$ cat config.mk
export PLATFORM = sky130hd
export DESIGN_NAME = periodic_task_dispatcher_flat
export DESIGN_NICKNAME = d
export VERILOG_FILES = /design/src/sv/ptd_pkg.sv /design/src/sv/ptd_in_if.sv /design/src/sv/ptd_out_if.sv /design/src/sv/periodic_task_dispatcher.sv /design/src/sv/ptd_slot_table.sv /design/src/flat_wrapper.sv
export SDC_FILE = /design/constraint.sdc
export NUM_CORES = 1
export LEC_CHECK = 0
export ABC_CLOCK_PERIOD_IN_PS = 11700
export BUFFER_PORTS_ARGS = -buffer_cell sky130_fd_sc_hd__buf_2
export CAP_MARGIN = 40
export CORE_MARGIN = 2
export CORE_UTILIZATION = 65
export CTS_BUF_LIST = sky130_fd_sc_hd__clkbuf_8
export DETAILED_ROUTE_END_ITERATION = 12
export PLACE_DENSITY_LB_ADDON = 0.2
export REMOVE_ABC_BUFFERS = 1
export SYNTH_ARGS = -nofsm -noshare
export SYNTH_HDL_FRONTEND = slang
export SYNTH_SLANG_ARGS = --single-unit
$ cat constraint.sdc
create_clock -name clk -period 11.7 [get_ports clk]
set_input_delay 0 -clock clk [delete_from_list [all_inputs] [get_ports clk]]
set_output_delay 0 -clock clk [all_outputs]
set_load 0.05 [all_outputs]
$ cat src/sv/ptd_pkg.sv
`default_nettype none
package ptd_pkg;

  localparam int TASK_SLOTS = 16;
  localparam int SLOT_W     = (TASK_SLOTS > 1) ? $clog2(TASK_SLOTS) : 1;

  localparam int KIND_W   = 3;
  localparam int SLOTF_W  = 8;
  localparam int PERIOD_W = 16;
  localparam int OFFSET_W = 8;
  localparam int MASK_W   = 16;
  localparam int CNT_W    = 16;
  localparam int DIV_W    = 8;

  localparam int CFG_AW = 3;
  localparam int CFG_DW = 32;

  localparam logic [CFG_AW-3:0] REG_TICK_DIVIDER = '0;

  typedef enum logic [KIND_W-1:0] {
    KIND_TICK   = 3'd0,
    KIND_CREATE = 3'd1,
    KIND_PAUSE  = 3'd2,
    KIND_RESUME = 3'd3,
    KIND_DELETE = 3'd4
  } kind_t;

  typedef enum logic [1:0] {
    ST_IDLE,
    ST_OP,
    ST_SCAN,
    ST_FINISH
  } state_t;

  typedef struct packed {
    logic                present;
    logic                ready;
    logic [PERIOD_W-1:0] period;
    logic [CNT_W-1:0]    counter;
  } slot_entry_t;

  typedef struct packed {
    logic              rd_en;
    logic [SLOT_W-1:0] rd_addr;
    logic              wr_en;
    logic [SLOT_W-1:0] wr_addr;
    slot_entry_t       wr_data;
  } table_req_t;

endpackage
`default_nettype wire

$ cat src/sv/ptd_in_if.sv
`default_nettype none
interface ptd_in_if;
  logic                         valid;
  logic                         ready;
  logic [ptd_pkg::KIND_W-1:0]   kind;
  logic [ptd_pkg::SLOTF_W-1:0]  slot;
  logic [ptd_pkg::PERIOD_W-1:0] period;
  logic [ptd_pkg::OFFSET_W-1:0] offset;

  modport source (output valid, kind, slot, period, offset, input ready);
  modport sink   (input valid, kind, slot, period, offset, output ready);
endinterface
`default_nettype wire

$ cat src/sv/ptd_out_if.sv
`default_nettype none
interface ptd_out_if;
  logic                       valid;
  logic                       ready;
  logic [ptd_pkg::MASK_W-1:0] fire_mask;
  logic                       scan_done;
  logic                       accepted;

  modport source (output valid, fire_mask, scan_done, accepted, input ready);
  modport sink   (input valid, fire_mask, scan_done, accepted, output ready);
endinterface
`default_nettype wire

$ cat src/sv/periodic_task_dispatcher.sv
// Periodic task dispatcher.
// Transactions arrive on in_chan: a timer tick, or a create, pause, resume or
// delete of one task slot. Every input transaction yields exactly one result
// transaction on out_chan carrying fire_mask, scan_done and accepted.
// The slot table lives in one synchronous memory that is updated by
// read-modify-write. A table operation on a valid slot reads its entry when
// taken and writes it back in ST_OP; a tick that does not reach prescaler
// zero or a rejected operation goes straight to ST_FINISH; a tick that scans
// does one memory read-modify-write per slot in ST_SCAN before ST_FINISH.
// One transaction is processed at a time; in_chan.ready is high while idle.
// The result sits in an output register, so the next transaction is taken
// while a result still waits; if the receiver stalls out_chan, the block
// holds its finished result internally until the output register frees.
// tick_divider is written through the cfg_ APB port at address 0 and also
// reloads the prescaler. Synchronous reset clears all slots at once through
// per-entry valid bits, sets tick_divider and the prescaler to one and
// needs no clearing pass; the block accepts transactions right after reset.
`default_nettype none
module periodic_task_dispatcher (
  input  logic                        clk,
  input  logic                        rst_n,
  ptd_in_if.sink                      in_chan,
  ptd_out_if.source                   out_chan,
  input  logic                        cfg_psel,
  input  logic                        cfg_penable,
  input  logic                        cfg_pwrite,
  input  logic [ptd_pkg::CFG_AW-1:0]  cfg_paddr,
  input  logic [ptd_pkg::CFG_DW-1:0]  cfg_pwdata,
  output logic [ptd_pkg::CFG_DW-1:0]  cfg_prdata,
  output logic                        cfg_pready
);
  import ptd_pkg::*;

  localparam logic [SLOT_W-1:0] LAST_SLOT = SLOT_W'(TASK_SLOTS - 1);

  state_t              state_r, state_nxt;
  logic [KIND_W-1:0]   kind_r;
  logic [SLOT_W-1:0]   slot_r;
  logic [PERIOD_W-1:0] period_r;
  logic [OFFSET_W-1:0] offset_r;
  logic [SLOT_W-1:0]   scan_idx_r;
  logic [MASK_W-1:0]   res_mask_r;
  logic                res_scan_r;
  logic                res_acc_r;
  logic                out_valid_r;
  logic [MASK_W-1:0]   out_mask_r;
  logic                out_scan_r;
  logic                out_acc_r;
  logic [DIV_W-1:0]    prescale_r, prescale_nxt;
  logic [DIV_W-1:0]    divider_r, divider_nxt;

  table_req_t          tbl_req;
  slot_entry_t         tbl_rd;

  logic                in_take;
  logic                out_free;
  logic                is_tick;
  logic                op_ok;
  logic [DIV_W-1:0]    prescale_dec;
  logic                tick_scan;
  logic                cfg_wr;
  logic                fire;

  ptd_slot_table u_table (
    .clk     (clk),
    .rst_n   (rst_n),
    .req     (tbl_req),
    .rd_data (tbl_rd)
  );

  assign in_chan.ready = (state_r == ST_IDLE);
  assign in_take       = in_chan.valid && (state_r == ST_IDLE);
  assign out_free      = !out_valid_r || out_chan.ready;

  assign is_tick      = (in_chan.kind == KIND_TICK);
  assign op_ok        = ((in_chan.kind == KIND_CREATE) || (in_chan.kind == KIND_PAUSE) ||
                         (in_chan.kind == KIND_RESUME) || (in_chan.kind == KIND_DELETE)) &&
                        (in_chan.slot < SLOTF_W'(TASK_SLOTS));
  assign prescale_dec = prescale_r - DIV_W'(1);
  assign tick_scan    = is_tick && (prescale_dec == '0);

  assign fire = tbl_rd.present && tbl_rd.ready && (tbl_rd.counter == '0);

  always_comb begin
    state_nxt = state_r;
    unique case (state_r)
      ST_IDLE: begin
        if (in_take) begin
          if (tick_scan) begin
            state_nxt = ST_SCAN;
          end else if (!is_tick && op_ok) begin
            state_nxt = ST_OP;
          end else begin
            state_nxt = ST_FINISH;
          end
        end
      end
      ST_OP: begin
        state_nxt = ST_FINISH;
      end
      ST_SCAN: begin
        if (scan_idx_r == LAST_SLOT) begin
          state_nxt = ST_FINISH;
        end
      end
      ST_FINISH: begin
        if (out_free) begin
          state_nxt = ST_IDLE;
        end
      end
      default: begin
        state_nxt = ST_IDLE;
      end
    endcase
  end

  always_comb begin
    tbl_req = '0;
    unique case (state_r)
      ST_IDLE: begin
        tbl_req.rd_en   = in_take && (tick_scan || (!is_tick && op_ok));
        tbl_req.rd_addr = tick_scan ? '0 : in_chan.slot[SLOT_W-1:0];
      end
      ST_OP: begin
        tbl_req.wr_en   = 1'b1;
        tbl_req.wr_addr = slot_r;
        tbl_req.wr_data = tbl_rd;
        unique case (kind_r)
          KIND_CREATE: begin
            tbl_req.wr_data.present = 1'b1;
            tbl_req.wr_data.ready   = 1'b1;
            tbl_req.wr_data.period  = period_r;
            tbl_req.wr_data.counter = CNT_W'(offset_r);
          end
          KIND_PAUSE: begin
            tbl_req.wr_data.ready = 1'b0;
          end
          KIND_RESUME: begin
            tbl_req.wr_data.ready   = 1'b1;
            tbl_req.wr_data.counter = '0;
          end
          KIND_DELETE: begin
            tbl_req.wr_data.present = 1'b0;
            tbl_req.wr_data.ready   = 1'b0;
          end
          default: begin
            tbl_req.wr_en = 1'b0;
          end
        endcase
      end
      ST_SCAN: begin
        tbl_req.wr_en   = 1'b1;
        tbl_req.wr_addr = scan_idx_r;
        tbl_req.wr_data = tbl_rd;
        tbl_req.wr_data.counter = fire ? (tbl_rd.period - CNT_W'(1))
                                       : (tbl_rd.counter - CNT_W'(1));
        tbl_req.rd_en   = (scan_idx_r != LAST_SLOT);
        tbl_req.rd_addr = scan_idx_r + SLOT_W'(1);
      end
      default: begin
        tbl_req = '0;
      end
    endcase
  end

  assign cfg_wr = cfg_psel && cfg_penable && cfg_pwrite &&
                  (cfg_paddr[CFG_AW-1:2] == REG_TICK_DIVIDER);

  always_comb begin
    priority if (cfg_wr) begin
      prescale_nxt = cfg_pwdata[DIV_W-1:0];
      divider_nxt  = cfg_pwdata[DIV_W-1:0];
    end else if (in_take && is_tick) begin
      prescale_nxt = tick_scan ? divider_r : prescale_dec;
      divider_nxt  = divider_r;
    end else begin
      prescale_nxt = prescale_r;
      divider_nxt  = divider_r;
    end
  end

  always_ff @(posedge clk) begin
    if (!rst_n) begin
      state_r     <= ST_IDLE;
      prescale_r  <= DIV_W'(1);
      divider_r   <= DIV_W'(1);
      out_valid_r <= 1'b0;
    end else begin
      state_r    <= state_nxt;
      prescale_r <= prescale_nxt;
      divider_r  <= divider_nxt;
      if ((state_r == ST_FINISH) && out_free) begin
        out_valid_r <= 1'b1;
      end else if (out_chan.ready) begin
        out_valid_r <= 1'b0;
      end
    end
  end

  always_ff @(posedge clk) begin
    if (in_take) begin
      kind_r     <= in_chan.kind;
      slot_r     <= in_chan.slot[SLOT_W-1:0];
      period_r   <= in_chan.period;
      offset_r   <= in_chan.offset;
      scan_idx_r <= '0;
      res_mask_r <= '0;
      res_scan_r <= tick_scan;
      res_acc_r  <= is_tick || op_ok;
    end else if (state_r == ST_SCAN) begin
      scan_idx_r <= scan_idx_r + SLOT_W'(1);
      res_mask_r <= res_mask_r | (MASK_W'(fire) << scan_idx_r);
    end
    if ((state_r == ST_FINISH) && out_free) begin
      out_mask_r <= res_mask_r;
      out_scan_r <= res_scan_r;
      out_acc_r  <= res_acc_r;
    end
  end

  assign out_chan.valid     = out_valid_r;
  assign out_chan.fire_mask = out_mask_r;
  assign out_chan.scan_done = out_scan_r;
  assign out_chan.accepted  = out_acc_r;

  assign cfg_pready = 1'b1;
  assign cfg_prdata = (cfg_paddr[CFG_AW-1:2] == REG_TICK_DIVIDER) ? CFG_DW'(divider_r) : '0;

  a_scan_ends: assert property (@(posedge clk) disable iff (!rst_n)
    (state_r == ST_SCAN) && (scan_idx_r == LAST_SLOT) |=> (state_r == ST_FINISH))
    else $error("scan did not end after the last slot");

  a_no_rw_overlap: assert property (@(posedge clk) disable iff (!rst_n)
    tbl_req.wr_en && tbl_req.rd_en |-> (tbl_req.wr_addr != tbl_req.rd_addr))
    else $error("table read and write hit the same slot");

  a_mask_needs_scan: assert property (@(posedge clk) disable iff (!rst_n)
    out_valid_r && (out_mask_r != '0) |-> out_scan_r)
    else $error("fire mask set without a scan");

  a_scan_accepted: assert property (@(posedge clk) disable iff (!rst_n)
    out_valid_r && out_scan_r |-> out_acc_r)
    else $error("scan reported for a rejected transaction");

endmodule
`default_nettype wire

$ cat src/sv/ptd_slot_table.sv
`default_nettype none
module ptd_slot_table (
  input  logic                 clk,
  input  logic                 rst_n,
  input  ptd_pkg::table_req_t  req,
  output ptd_pkg::slot_entry_t rd_data
);
  import ptd_pkg::*;

  slot_entry_t           mem [TASK_SLOTS];
  logic [TASK_SLOTS-1:0] vld_r;
  slot_entry_t           rd_raw_r;
  logic                  rd_vld_r;

  always_ff @(posedge clk) begin
    if (req.wr_en) begin
      mem[req.wr_addr] <= req.wr_data;
    end
    if (req.rd_en) begin
      rd_raw_r <= mem[req.rd_addr];
    end
  end

  always_ff @(posedge clk) begin
    if (!rst_n) begin
      vld_r    <= '0;
      rd_vld_r <= 1'b0;
    end else begin
      if (req.wr_en) begin
        vld_r[req.wr_addr] <= 1'b1;
      end
      if (req.rd_en) begin
        rd_vld_r <= vld_r[req.rd_addr];
      end
    end
  end

  // An entry never written since reset reads as an empty slot.
  assign rd_data = rd_vld_r ? rd_raw_r : '0;

endmodule
`default_nettype wire
$ cat src/flat_wrapper.sv
// flat-port wrapper written by rule: the top's interface ports become plain ports
module periodic_task_dispatcher_flat import ptd_pkg::*;
  (clk, rst_n, cfg_psel, cfg_penable, cfg_pwrite, cfg_paddr, cfg_pwdata, cfg_prdata, cfg_pready, in_chan_valid, in_chan_kind, in_chan_slot, in_chan_period, in_chan_offset, in_chan_ready, out_chan_valid, out_chan_fire_mask, out_chan_scan_done, out_chan_accepted, out_chan_ready);
  ptd_in_if in_chan_i ();
  ptd_out_if out_chan_i ();
  input  logic clk;
  input  logic rst_n;
  input  logic cfg_psel;
  input  logic cfg_penable;
  input  logic cfg_pwrite;
  input  logic [ptd_pkg::CFG_AW-1:0] cfg_paddr;
  input  logic [ptd_pkg::CFG_DW-1:0] cfg_pwdata;
  output logic [ptd_pkg::CFG_DW-1:0] cfg_prdata;
  output logic cfg_pready;
  input wire logic [$bits(in_chan_i.valid)-1:0] in_chan_valid;
  input wire logic [$bits(in_chan_i.kind)-1:0] in_chan_kind;
  input wire logic [$bits(in_chan_i.slot)-1:0] in_chan_slot;
  input wire logic [$bits(in_chan_i.period)-1:0] in_chan_period;
  input wire logic [$bits(in_chan_i.offset)-1:0] in_chan_offset;
  output wire logic [$bits(in_chan_i.ready)-1:0] in_chan_ready;
  output wire logic [$bits(out_chan_i.valid)-1:0] out_chan_valid;
  output wire logic [$bits(out_chan_i.fire_mask)-1:0] out_chan_fire_mask;
  output wire logic [$bits(out_chan_i.scan_done)-1:0] out_chan_scan_done;
  output wire logic [$bits(out_chan_i.accepted)-1:0] out_chan_accepted;
  input wire logic [$bits(out_chan_i.ready)-1:0] out_chan_ready;
  assign in_chan_i.valid = in_chan_valid;
  assign in_chan_i.kind = in_chan_kind;
  assign in_chan_i.slot = in_chan_slot;
  assign in_chan_i.period = in_chan_period;
  assign in_chan_i.offset = in_chan_offset;
  assign in_chan_ready = in_chan_i.ready;
  assign out_chan_valid = out_chan_i.valid;
  assign out_chan_fire_mask = out_chan_i.fire_mask;
  assign out_chan_scan_done = out_chan_i.scan_done;
  assign out_chan_accepted = out_chan_i.accepted;
  assign out_chan_i.ready = out_chan_ready;
  periodic_task_dispatcher u_core (.clk(clk), .rst_n(rst_n), .in_chan(in_chan_i), .out_chan(out_chan_i), .cfg_psel(cfg_psel), .cfg_penable(cfg_penable), .cfg_pwrite(cfg_pwrite), .cfg_paddr(cfg_paddr), .cfg_pwdata(cfg_pwdata), .cfg_prdata(cfg_prdata), .cfg_pready(cfg_pready));
endmodule
==> results of run 1 <==
==> routing by layer <==
metal | global-route usage | up-vias | share of wire | wire length, um
li1 | - | 7943 | - | -
met1 | 0.396 | 8723 | 0.40 | 26000
met2 | 0.479 | 842 | 0.49 | 31900
met3 | 0.0512 | 136 | 0.087 | 5680
met4 | 0.101 | 0 | 0.027 | 1790
met5 | 0 | - | 0 | 0
==> final cells by class <==
type / count / share of cell area
Clock buffer: 108 / 0.0465
Timing Repair Buffer: 201 / 0.0491
Multi-Input combinational cell: 1143 / 0.240
Sequential cell: 685 / 0.626
Tap cell: 585 / 0.0229
Clock inverter: 88 / 0.0126
Inverter: 19 / 0.00223
==> critical path, cell delays in order (launching register included) <==
cell      delay [ps]
dfxtp_1          440
inv_1            100
ha_1             260
xnor2_1          200
nor4bb_1         400
and4_1           410
nand2_2          180
inv_2            270
o21ai_4           90
buf_4            270
buf_4            330
buf_16           260
a211oi_1         320
a31oi_1           90
a221o_1          390
==> power breakdown <==
group	switching (mW)	internal (mW)	leakage, nW	total, mW
logic	1.58	0.901	3.70	2.48
registers	0.114	2.99	5.99	3.10
clock network	0.898	0.881	1.09	1.78
total	2.59	4.77	10.8	7.36
==> logic make-up after synthesis <==
group,Yosys count
other,2
and+or+nand+nor,526
xor gates and xnor gates,17
AOI/OAI and AO/OA,460
adders and majority gates,10
muxes,105
buffers and inverters,170
DFF,685
==> per-stage QoR <==
step	setup WS [ps]	cells	total power, mW
6_report	7400	2829	7.36
5_1_grt	7150	2829	7.70
4_1_cts	7460	2825	7.36
3_5_place_dp	7490	2558	5.58
3_3_place_gp	7320	2552	5.47
2_1_floorplan	3510	1847	5.00
==> final timing paths <==
check,end,slack [ps]
worst max-delay path,u_core.u_table.rd_raw_r[11],7400
worst min-delay path,u_core.period_r[2],50
worst max register to register,u_core.u_table.rd_raw_r[11],7400
worst min register to register,u_core.out_chan.scan_done,420
==> repair_timing <==
action | 4_1_cts | 5_1_grt
hold endpoints to repair | 75 | 0
endpoints found under the setup margin | 0 | 0
hold buffers | 71 | 0
setup buffers | 0 | 0
resized for setup | 0 | 0
==> state kept, by name, indices dropped and copies added, names as in the netlist, 8 cells and up <==
name                       cells
u_core.period_r               16
u_core.divider_r               8
u_core.u_table.rd_raw_r       34
u_core.prescale_r              8
u_core.res_mask_r             16
u_core.out_chan.fire_mask     16
u_core.u_table.vld_r          16
u_core.offset_r                8
u_core.u_table.mem           544
==> layout by cell type, fill, tap and decap left out, drive strengths merged, types with 25 or more instances in the layout <==
master       instances
edfxtp             629
and2                74
nor2b              115
buf                130
dlygate4sd3         71
nand2              207
nor2                67
clkinv              49
a31oi               78
o21ai               30
a221o               35
a211oi             144
a21oi               34
o32ai               37
clkbuf             108
inv                 54
mux2i               69
conb                25
dfxtp               56
mux2                36
==> impl_metrics.env, run 1 <==
export IMPL_grt_antenna_before_repair=0
export IMPL_status="complete, no violations"
export IMPL_routedWlPerCell_um=23.1
export IMPL_n_fill_cell=2679
export IMPL_post_synth_top_count_cell="edfxtp_1"
export IMPL_fp_row_count=76
export IMPL_ys_async_sr_fraction=0
export IMPL_endpoint_kind="flop"
export IMPL_ys_seq_area_frac=0.706
export IMPL_p_leak_nw=10.8
export IMPL_synthAdderAreaFrac=0.00433
export IMPL_worstHoldStart="in_chan_period[2]"
export IMPL_vias_per_cell=6.24
export IMPL_first_pass_iters=6
export IMPL_initial_core_util=0.658
export IMPL_htreeDepth=3
export IMPL_syn_to_final_growth_pct=12.8
export IMPL_p_per_area_nw_per_um2=230
export IMPL_synthCells=1975
export IMPL_yosys_area_top_type="edfxtp_1"
export IMPL_synth_compound_area_frac=0.120
export IMPL_place_area_um2=29300
export IMPL_synth_area_top_cells="edfxtp_1, dfxtp_1, a211oi_1"
export IMPL_cts_root_buf="clkbuf_8"
export IMPL_grt_pass1_wl_mm=97.3
export IMPL_cts_buffers=104
export IMPL_synthMuxAreaShare=0.0387
export IMPL_worstSetupStartpoint="u_core.prescale_r[0]"
export IMPL_yosysWarnings=0
export IMPL_drive_gt1_frac=0.147
export IMPL_post_route_min_period_ps=4300
export IMPL_clkTransAtPathRegs_ps=70
export IMPL_yosys_top_cells_count="edfxtp_1, nand2_1, a211oi_1"
export IMPL_holdPathStages=2
export IMPL_nets=2240
export IMPL_initialDrtViolationCount=2201
export IMPL_tightestPinTransition_ps=1100
export IMPL_syn_cell_area_um2=28300
export IMPL_postRouteAntennaNets=0
export IMPL_die_area_um2=45300
export IMPL_setup_violations_final=0
export IMPL_fmax_ghz=0.233
export IMPL_clock_latency_ps=700
export IMPL_synth_edff_count=629
export IMPL_floorplan_die_width_um=213
export IMPL_fin_util=0.742
export IMPL_final_hold_viol_count=0
export IMPL_avgSynthCellArea_um2=14.3
export IMPL_core_area_um2=43100
export IMPL_io_buffers=78
export IMPL_holdWs_ps=49.0
export IMPL_regArea_um2=20000
export IMPL_diodes=0
export IMPL_grt_usage=0.291
export IMPL_finalCritPeriodShare=0.367
export IMPL_r2r_start="u_core.prescale_r[0]"
export IMPL_worstRegToRegCells=14
export IMPL_crit_type="flop to flop"
export IMPL_vias=17644
export IMPL_place_hpwl_mm=32.9
export IMPL_gp_congestion=0.855
export IMPL_setup_tns_ps=0
export IMPL_synth_seq_cells=685
export IMPL_drv_cap=0
export IMPL_synth_top_family_by_area="compound AO/OA/AOI/OAI gates"
export IMPL_multiInputGateArea_um2=7680
export IMPL_cp_data_required_time_ps=12130
export IMPL_synth_cell_types=78
export IMPL_synth_top_area_frac=0.667
export IMPL_ys_flop_type="edfxtp_1"
export IMPL_grt_max_degree=187
export IMPL_relSlewSlack=0.264
export IMPL_clock_skew_final_ps=25.3
export IMPL_crit_arrival_ps=4730
export IMPL_finalWirelength_mm=65.4
export IMPL_final_cell_area_um2=31900
export IMPL_drc_errors=0
export IMPL_die_h_um=213
export IMPL_cp_max_fo=56
export IMPL_overflow=0
export IMPL_synthSimpleGateAreaFrac=0.0926
export IMPL_critPathLaunchType="flop"
export IMPL_synth_xor_area_frac=0.00526
export IMPL_grt_pass1_vias=16951
export IMPL_rsz0062_at_grt="no"
export IMPL_hp_class="input pin to flop"
export IMPL_cts_tree="built"
export IMPL_cts_sinks=685
export IMPL_drv_slew=0
export IMPL_ir_worst_vdd_mv=0.330
export IMPL_io_pins=130
export IMPL_clockBufferDepth=3
Power figures use the tool's default switching activity.
==> run 2, diff against run 1 <==
--- a/config.mk
+++ b/config.mk
@@ -5,11 +5,12 @@
 export SDC_FILE = /design/constraint.sdc
 export NUM_CORES = 1
 export LEC_CHECK = 0
-export ABC_CLOCK_PERIOD_IN_PS = 11700
+export ABC_AREA = 1
+export ABC_CLOCK_PERIOD_IN_PS = 3500
 export BUFFER_PORTS_ARGS = -buffer_cell sky130_fd_sc_hd__buf_2
 export CAP_MARGIN = 40
 export CORE_MARGIN = 2
-export CORE_UTILIZATION = 65
+export CORE_UTILIZATION = 58
 export CTS_BUF_LIST = sky130_fd_sc_hd__clkbuf_8
 export DETAILED_ROUTE_END_ITERATION = 12
 export PLACE_DENSITY_LB_ADDON = 0.2
==> constraint.sdc (replaced) <==
create_clock -name clk -period 3.5 [get_ports clk]
set_input_delay 0 -clock clk [delete_from_list [all_inputs] [get_ports clk]]
set_output_delay 0 -clock clk [all_outputs]
set_load 0.05 [all_outputs]
==> run 2 against run 1 <==
Against the previous run:
- clock power rose to 3.5 times the previous value
- power increased to 3.7 times the previous value
- flip-flop and latch count is the same
- clock skew up 13 ps
- utilization fell by 6.3 points
- largest cell class unchanged
- critical endpoint is now u_core.u_table.mem[2][9]
- critical path type unchanged
- maximum frequency up 35%
==> impl_metrics.env, run 2 <==
export IMPL_vias=20312
export IMPL_critical_path_buf_inv_count=4
export IMPL_final_common_cell="edfxtp_1"
export IMPL_instances_no_fill=3375
export IMPL_worstSetupStartpoint="u_core.u_table.rd_vld_r"
export IMPL_hp_class="input pin to flop"
export IMPL_grt_usage=0.296
export IMPL_cts_sinks=685
export IMPL_gp_congestion=0.928
export IMPL_p_leak_nw=12.0
export IMPL_critical_path_cell_chain="buf_12 > nand2_1 > nand4_1 > nor3_2 > nand2_2 > buf_4 > o21ai_0 > nor2_1 > nand2_1 > nor2_2 > buf_4 > nand3_1 > nand3_1 > a21oi_1 > buf_4"
export IMPL_avgSynthCellArea_um2=11.8
export IMPL_endpoint_kind="flop"
export IMPL_placedCellCount=3111
export IMPL_grt_antenna_before_repair=0
export IMPL_routedWlPerCell_um=22.2
export IMPL_fp_row_count=81
export IMPL_cts_root_buf="clkbuf_8"
export IMPL_vias_per_cell=6.02
export IMPL_ys_async_sr_fraction=0
export IMPL_slowest_stage="o21ai_0"
export IMPL_crit_type="flop to flop"
export IMPL_holdWs_ps=46.6
export IMPL_postRouteAntennaNets=0
export IMPL_drc_errors=0
export IMPL_cp_max_fo=33
export IMPL_switchingPower_mw=10.5
export IMPL_p_comb_frac=0.386
export IMPL_grt_pass1_vias=19585
export IMPL_drive_gt1_frac=0.134
export IMPL_synth_area_top_cells="edfxtp_1, a21oi_1, dfxtp_1"
export IMPL_grt_max_degree=145
export IMPL_cts_tree="built"
export IMPL_switching_share=0.391
export IMPL_path_depth=15
export IMPL_clockPowerShare=0.229
export IMPL_crit_arrival_ps=3720
export IMPL_clock_skew_final_ps=38.1
export IMPL_syn_to_final_growth_pct=15.6
export IMPL_diodes=0
export IMPL_synth_seq_cells=685
export IMPL_cp_data_required_time_ps=4050
export IMPL_p_seq_frac=0.385
export IMPL_htreeDepth=3
export IMPL_post_synth_top_count_cell="edfxtp_1"
export IMPL_r2r_slack_ps=320
export IMPL_r2r_start="u_core.u_table.rd_vld_r"
export IMPL_floorplan_die_width_um=226
export IMPL_critical_path_endpoint="u_core.u_table.mem[2][9]"
export IMPL_final_hold_viol_count=0
export IMPL_initial_core_util=0.587
export IMPL_status="complete, no violations"
export IMPL_fmax_ghz=0.315
export IMPL_final_cell_mix="edfxtp_1, a21oi_1, inv_1"
export IMPL_critPathMaxStageDelay_ps=410
export IMPL_clock_latency_ps=710
export IMPL_overflow=0
export IMPL_internal_power_mw=16.4
export IMPL_yosys_top_cells_count="edfxtp_1, a21oi_1, inv_1"
export IMPL_largest_reg_flops=544
export IMPL_finalCritPeriodShare=0.907
export IMPL_holdPathStages=2
export IMPL_drv_cap=0
export IMPL_initialDrtViolationCount=2252
export IMPL_synth_edff_count=629
export IMPL_syn_cell_area_um2=28700
export IMPL_first_pass_iters=5
export IMPL_ir_worst_vdd_mv=0.765
export IMPL_setup_violations_final=0
export IMPL_die_area_um2=51200
export IMPL_synth_top_area_frac=0.659
export IMPL_rsz0062_at_grt="no"
export IMPL_drv_slew=0
export IMPL_post_route_min_period_ps=3180
export IMPL_synth_cell_types=43
export IMPL_synthCells=2419
export IMPL_tightestPinTransition_ps=943
export IMPL_io_pins=130
export IMPL_ys_seq_area_frac=0.698
export IMPL_grt_pass1_wl_mm=113
export IMPL_clockBufferDepth=3
export IMPL_clkTransAtPathRegs_ps=60
export IMPL_nets=2723
export IMPL_relSlewSlack=0.369
export IMPL_regMostFlops="u_core.u_table.mem"
export IMPL_finalWirelength_mm=74.9
export IMPL_path_common_cell="buf_4"
export IMPL_die_h_um=226
export IMPL_place_hpwl_mm=41.5
export IMPL_io_buffers=78
export IMPL_core_area_um2=48800
export IMPL_yosys_area_top_type="edfxtp_1"
export IMPL_reg_largest_list="u_core.u_table.mem: 544 flops, u_core.u_table.rd_raw_r: 34 flops"
export IMPL_timing_rr_end="u_core.u_table.mem[2][9]"
export IMPL_yosysWarnings=0
export IMPL_cp_top_family="simple AND/OR/NAND/NOR gates"
export IMPL_p_per_area_nw_per_um2=812
export IMPL_worstRegToRegCells=15
export IMPL_critPathLaunchType="flop"
export IMPL_cts_buffers=107
export IMPL_ys_flop_type="edfxtp_1"
[run 2: cell types whose count changed in the layout (fill, tap and decap cells not counted), moves of 68 or more]
cell,before,now
mux2i_1,69,0
a21oi_1,33,318
a211oi_1,143,0
nand3_1,12,145
a31oi_1,78,10
and2_1,73,0
o211ai_1,4,138
nor2b_1,115,0
o21ai_1,3,101
o21ai_0,25,210
inv_1,50,263
[run 2: what timing repair did]
action                                  in CTS  in global routing
resized for setup                            0                  1
buffers inserted                             0                  0
endpoints found under the setup margin       0                 16
hold buffers                                77                  0
endpoints found under the hold margin       88                  0
[run 2: routing by layer]
layer	GRT usage	part of all wire
met5	0	0
met1	0.406	0.40
met2	0.476	0.48
met3	0.0544	0.090
met4	0.114	0.031
[run 2: kinds of logic after synthesis]
| logic type | share of synthesized area |
|---|---|
| simple gates | 0.0719 |
| other cells | 0.000262 |
| flops | 0.698 |
| compound gates | 0.161 |
| xor+xnor | 0.000917 |
| fa+ha+maj | 0.00393 |
| buf+inv | 0.0639 |
[run 2: through the flow]
step           TNS, ps  total power, mW  area [um^2]  worst slack (ps)  utilization
6_report             0             26.9        33100               324        0.678
5_1_grt              0             28.3        33100               116        0.678
4_1_cts              0             26.8        33100              83.2        0.678
3_5_place_dp         0             20.6        30400               117        0.622
3_3_place_gp         0             20.3        30300               227        0.621
2_1_floorplan  -306790             16.2        27800             -4840            -
[run 2: layout make-up]
class | count | area, um^2
Fill cell | 3613 | 15700
Multi-Input combinational cell | 1329 | 7070
Inverter | 245 | 920
Clock inverter | 65 | 310
Sequential cell | 685 | 20000
Clock buffer | 118 | 1620
Timing Repair Buffer | 269 | 2370
Tap cell | 664 | 831
[run 2: power groups by stage]
stage	registers, mW	clock network (mW)	logic [mW]
2_1_floorplan	10.5	0	5.70
3_3_place_gp	10.5	0	9.85
3_5_place_dp	10.5	0	10.1
4_1_cts	10.3	6.25	10.2
5_1_grt	10.4	6.60	11.3
6_report	10.4	6.17	10.4
[run 2: worst min-delay path by stage]
stage | startpoint | end | slack [ps]
floorplan | rst_n | u_core.prescale_r[0] | 70
global placement | in_chan_offset[5] | u_core.offset_r[5] | 180
detailed placement | in_chan_period[1] | u_core.period_r[1] | 180
CTS | in_chan_period[2] | u_core.period_r[2] | 4
global route | in_chan_offset[4] | u_core.offset_r[4] | 30
finish | in_chan_kind[0] | u_core.kind_r[0] | 50
